==> config.mk <==
export PLATFORM = sky130hd
export DESIGN_NAME = mmmc_step_calc
export DESIGN_NICKNAME = d
export VERILOG_FILES = /design/src/design/motor_move_mode_controller_assert.svh /design/src/design/mmmc_pkg.sv /design/src/design/mmmc_step_calc.sv
export SDC_FILE = /design/constraint.sdc
export NUM_CORES = 2
export LEC_CHECK = 0
export ABC_AREA = 1
export CORE_UTILIZATION = 47
export DETAILED_ROUTE_END_ITERATION = 12
export DONT_BUFFER_PORTS = 1
export PLACE_DENSITY = 0.63
export SETUP_SLACK_MARGIN = 0.15
export SLEW_MARGIN = 5
export SYNTH_ARGS = -nofsm -noshare
export SYNTH_HDL_FRONTEND = slang
export SYNTH_SLANG_ARGS = --single-unit
==> constraint.sdc <==
create_clock -name clk -period 10.5 [get_ports clk]
set_input_delay 2.1 -clock clk [delete_from_list [all_inputs] [get_ports clk]]
set_output_delay 2.1 -clock clk [all_outputs]
set_load 0.01 [all_outputs]
==> src/design/motor_move_mode_controller_assert.svh <==
// Assertion helpers shared by the controller RTL.
// Each check is disabled while reset is asserted.
`ifndef MOTOR_MOVE_MODE_CONTROLLER_ASSERT_SVH
`define MOTOR_MOVE_MODE_CONTROLLER_ASSERT_SVH

// Same-cycle implication
`define MMMC_ASSERT_IMP(label, clk, rst_n, pre, post, msg) \
    label: assert property (@(posedge clk) disable iff (!rst_n) (pre) |-> (post)) \
        else $error(msg);

// Next-cycle implication
`define MMMC_ASSERT_NXT(label, clk, rst_n, pre, post, msg) \
    label: assert property (@(posedge clk) disable iff (!rst_n) (pre) |=> (post)) \
        else $error(msg);

`endif

==> src/design/mmmc_pkg.sv <==
`timescale 1ns / 1ps

package mmmc_pkg;

    // default width of the integrated shaft angles
    localparam int ANGLE_BITS_DEF = 48;

    // field widths
    localparam int TICK_W      = 20;
    localparam int POWER_W     = 12;
    localparam int DEG_W       = 31;
    localparam int ROT_W       = 22;
    localparam int SECS_W      = 32;
    localparam int SPEED_W     = 23;
    localparam int MAXSPD_W    = 22;
    localparam int ANGLE_OUT_W = 48;
    localparam int MODE_W      = 3;
    localparam int GOAL_W      = 32;
    localparam int STEP_W      = 23;
    localparam int CFG_IDX_W   = 1;

    localparam logic [MAXSPD_W-1:0] MAX_SPEED_RST = 22'd990000;

    // configuration register indexes
    localparam logic [CFG_IDX_W-1:0] CFG_MAX_SPEED = 1'b0;
    localparam logic [CFG_IDX_W-1:0] CFG_INVERT    = 1'b1;

    // mode codes
    localparam logic [MODE_W-1:0] MODE_DEG   = 3'd0;
    localparam logic [MODE_W-1:0] MODE_ROT   = 3'd1;
    localparam logic [MODE_W-1:0] MODE_TIMED = 3'd2;
    localparam logic [MODE_W-1:0] MODE_FREE  = 3'd3;
    localparam logic [MODE_W-1:0] MODE_OFF   = 3'd4;

    // one tick as it travels down the pipeline
    typedef struct packed {
        logic [TICK_W-1:0]         tick;
        logic signed [POWER_W-1:0] power;
        logic signed [DEG_W-1:0]   deg;
        logic                      deg_act;
        logic signed [ROT_W-1:0]   rot;
        logic signed [GOAL_W-1:0]  rot360;
        logic [SECS_W-1:0]         secs;
        logic                      pzero;
        logic                      cneg;
        logic [MAXSPD_W-1:0]       mag;
    } mmmc_item_t;

endpackage

==> src/design/mmmc_step_calc.sv <==
`timescale 1ns / 1ps

// Angle step for one tick: round(speed_mag * tick / 1e6), ties away from zero.
// Four register stages; the divide by 1e6 is a shift by 6, a reciprocal
// multiply for 15625 on the upper bits, and a small remainder correction.
module mmmc_step_calc import mmmc_pkg::*;
(
    input  logic                clk,
    input  logic                en,
    input  logic [MAXSPD_W-1:0] speed_mag,
    input  logic [TICK_W-1:0]   tick,
    output logic [STEP_W-1:0]   step
);

    localparam int PROD_W      = MAXSPD_W + TICK_W;
    localparam int SUM_W       = PROD_W + 1;
    localparam int PRE_SHIFT   = 6;
    localparam int X_W         = SUM_W - PRE_SHIFT;
    localparam int LO_BITS     = 14;
    localparam int XH_W        = X_W - LO_BITS;
    localparam int RECIP_W     = 25;
    localparam int RECIP_SHIFT = 24;
    localparam int QM_W        = XH_W + RECIP_W;
    localparam int Q_W         = QM_W - RECIP_SHIFT;
    localparam int DIV_W       = 14;
    localparam int RQ_W        = Q_W + DIV_W;
    localparam int R_W         = 16;

    localparam logic [SUM_W-1:0]   ROUND_HALF = SUM_W'(500000);
    // floor(2^38 / 15625)
    localparam logic [RECIP_W-1:0] RECIP      = 25'd17592186;
    localparam logic [DIV_W-1:0]   DIVISOR    = 14'd15625;
    localparam logic [R_W-1:0]     DIV_ONE    = R_W'(DIVISOR);
    localparam logic [R_W-1:0]     DIV_TWO    = R_W'(2 * 15625);

    logic [PROD_W-1:0] pstep_reg;
    logic [X_W-1:0]    x_reg;
    logic [Q_W-1:0]    q_reg;
    logic [R_W-1:0]    r_reg;
    logic [Q_W-1:0]    q2_reg;
    logic [STEP_W-1:0] step_reg;

    logic [SUM_W-1:0]  sum;
    logic [X_W-1:0]    x_next;
    logic [QM_W-1:0]   qm;
    logic [Q_W-1:0]    q_next;
    logic [RQ_W-1:0]   rq;
    logic [X_W-1:0]    rem;
    logic [Q_W-1:0]    step_next;

    // estimate the quotient from the upper bits (never above the true value)
    assign sum    = SUM_W'(pstep_reg) + ROUND_HALF;
    assign x_next = sum[SUM_W-1:PRE_SHIFT];
    assign qm     = QM_W'(x_next[X_W-1:LO_BITS]) * QM_W'(RECIP);
    assign q_next = qm[QM_W-1:RECIP_SHIFT];

    // remainder stays below three divisors
    assign rq  = RQ_W'(q_reg) * RQ_W'(DIVISOR);
    assign rem = x_reg - rq[X_W-1:0];

    // final correction
    always_comb
    begin
        if (r_reg >= DIV_TWO)
        begin
            step_next = q2_reg + Q_W'(2);
        end
        else if (r_reg >= DIV_ONE)
        begin
            step_next = q2_reg + Q_W'(1);
        end
        else
        begin
            step_next = q2_reg;
        end
    end

    always_ff @(posedge clk)
    begin
        if (en)
        begin
            pstep_reg <= PROD_W'(speed_mag) * PROD_W'(tick);
            x_reg     <= x_next;
            q_reg     <= q_next;
            r_reg     <= rem[R_W-1:0];
            q2_reg    <= q_reg;
            step_reg  <= step_next[STEP_W-1:0];
        end
    end

    assign step = step_reg;

endmodule

==> reports/qor.yml <==
rows: 96
slowest_delay_ns: 0.66
ctsResizeCount: 0
crit_path_frequent_cell: "nand2_1"
design.core.area_um2: 68710
yosys_warnings: 0
drt_wl_total_um: 82890
cp-end-kind: "register"
synth_seq_area_share: 0.1268
grt.met2_usage: 0.4370
die_y_um: 265.7
dp_cells: 4603
hold_start: "q_reg[17]$_DFFE_PP_"
maxCapViolCount: 0
grt_pass1_vias: 24750
fin_crit_ns: 8.281
setup_ws_ns: 2.219
cp_data_arrival_time_ns: 8.48
avgRoutedWirePerCell_um: 17.88
status: "finished, final reports clean"
ff2ff_path_depth: 36
postSynthAreaPerCell_um2: 8.709
hold-worst-slack_ns: 0.4241
critPathTopFamily: "adder cells"
synthCells: 3753
synthToLayoutAreaGrowth_pct: 4.490
grt_overflow: 0
hold_depth: 0
max_freq_mhz: 120.8
critPathBufInv: 8
cp_max_fo: 5
diodes: 0
worst_pin_slew_ns: 1.022
post-route-period-util: 0.7886
clockBufferDepth: 2
drive_above_1_share: 0.02538
antenna_violating_nets_post_route: 0
grtUsageMet3: 0.02976
pre_cts_ws_ns: 1.941
dieWidth_um: 265.7
portBuffers: 0
relSlewSlack: 0.3163
drt_first_pass_iters: 5
crit_path_start_kind: "register"
place_congestion: 0.9207
io_pins: 67
rr_startpoint: "pstep_reg[19]$_DFFE_PP_"
fin_cells: 4635
ys_types: 48
clock-skew-final_ns: 0.01537
hold_viol: 0
cp_slowest_cell: "fa_1"
gr-usage-met1: 0.3011
grt_busiest_layer: "met2"
critPathKind: "register to register"
dpl.hpwl_um: 69130
required_ns: 10.70
holdPathEnd: "q2_reg[17]$_DFFE_PP_"
cts_setup_buffers: 0
h-tree-depth: 4
cts_buffers: 17
drc: 0
largest_register_ffs: 37
clk_pin_slew_worst_paths_ns: 0.06
synth_area_um2: 32680
vias: 23410
antenna_found_initial: 0
die_area_um2: 70600
r2r_end: "q_reg[22]$_DFFE_PP_"
grt_max_degree: 139
hold_path.class: "register to register"
timing.final.max_slew_violations: 0
cts_hold_buffers: 0
rsz0062_at_grt: "false"
vias_per_cell: 5.051
grt_pass1_wl_um: 132600
layout.nets: 4758
syn-num-nets: 4820
start_util: 0.4757
clock_latency_ns: 0.45
cts_tree: "built"
setup_viol: 0
reg2reg_slack_ns: 2.22
setup_tns_ns: 0
root_buffer: "clkbuf_16"
grtUsageTotal: 0.2437
cts.sinks: 138
drt_iter0_markers: 1446
ys_ff_latch: 138
[how the worst max path moves through the flow]
| stage | startpoint | endpoint | slack (ns) | cells after the start |
|---|---|---|---|---|
| final | pstep_reg[19]$_DFFE_PP_ | q_reg[22]$_DFFE_PP_ | 2.22 | 36 |
| after floorplan | speed_mag[12] | pstep_reg[37]$_DFFE_PP_ | 2.53 | 28 |
| after global routing | pstep_reg[19]$_DFFE_PP_ | q_reg[22]$_DFFE_PP_ | 1.65 | 36 |
| after detailed placement | speed_mag[12] | pstep_reg[35]$_DFFE_PP_ | 1.94 | 24 |
| after global placement | speed_mag[12] | pstep_reg[35]$_DFFE_PP_ | 1.91 | 24 |
| after CTS | pstep_reg[19]$_DFFE_PP_ | q_reg[22]$_DFFE_PP_ | 2.19 | 36 |
[metrics by stage]
stage                     area, um^2    util
after floorplan                32680       -
after global placement         33550  0.4883
after detailed placement       33550  0.4883
after CTS                      34150  0.4971
after global routing           34150  0.4971
final                          34150  0.4971
[metal layers]
metal	wire, um	part of all wire	vias to the layer above
li1	-	-	11060
met3	4261	0.051	143
met4	2872	0.035	0
met2	41680	0.50	628
met1	34070	0.41	11580
met5	0	0	-
[final cells by class]
class                   count  area, um^2
well taps                 931        1165
fillers                  6665       34550
clock buffers              19       432.9
inverters                1103        4140
repair buffers              3       22.52
clock inverters            13       167.7
flip-flops and latches    138        4144
multi-input cells        2428       24080
[synth_stat cells (all sizes together)]
cell type	n	area, um^2
and3	5	31.28
fa	575	11510
a21oi	132	679.4
xor2	101	892.1
o21ai	67	354.1
o221a	1	11.26
o221ai	2	17.52
a31oi	23	143.9
or4	2	15.01
clkbuf	81	304.0
nand3	48	302.8
nand4	15	112.6
o21a	16	120.1
inv	1103	4140
xnor2	47	411.6
a21o	9	67.56
nor2	170	668.1
nand2	688	2635
buf	3	16.26
edfxtp	138	4144
o311ai	2	17.52
nand3b	4	30.03
o31ai	6	45.04
ha	448	5605
o21bai	4	30.03
a21boi	2	15.01
nor4	12	75.07
or2	4	25.03
a211oi	5	37.54
nor3	36	190.2
nor3b	1	12.51
o211ai	3	22.52
[kinds of logic after synthesis]
kind of cell | count (synthesis) | share of synthesized area
AOI/OAI and AO/OA | 272 | 0.04778
xor gates and xnor gates | 148 | 0.03989
adders and majority gates | 1023 | 0.5237
buffers and inverters | 1187 | 0.1365
DFF | 138 | 0.1268
and+or+nand+nor | 985 | 0.1254
[cell usage in the layout, fill, tap and decap left out, drive strengths merged, types with 23 or more instances in the layout]
master	count
ha	448
nand2	688
o21ai	67
inv	1107
nor2	170
xnor2	47
nand3	48
nor3	36
a21oi	132
xor2	101
fa	575
a31oi	23
edfxtp	138
Power is left out: the tool's default activity adds up to more than one toggle a clock period on the data nets, which glitch-free logic cannot reach.
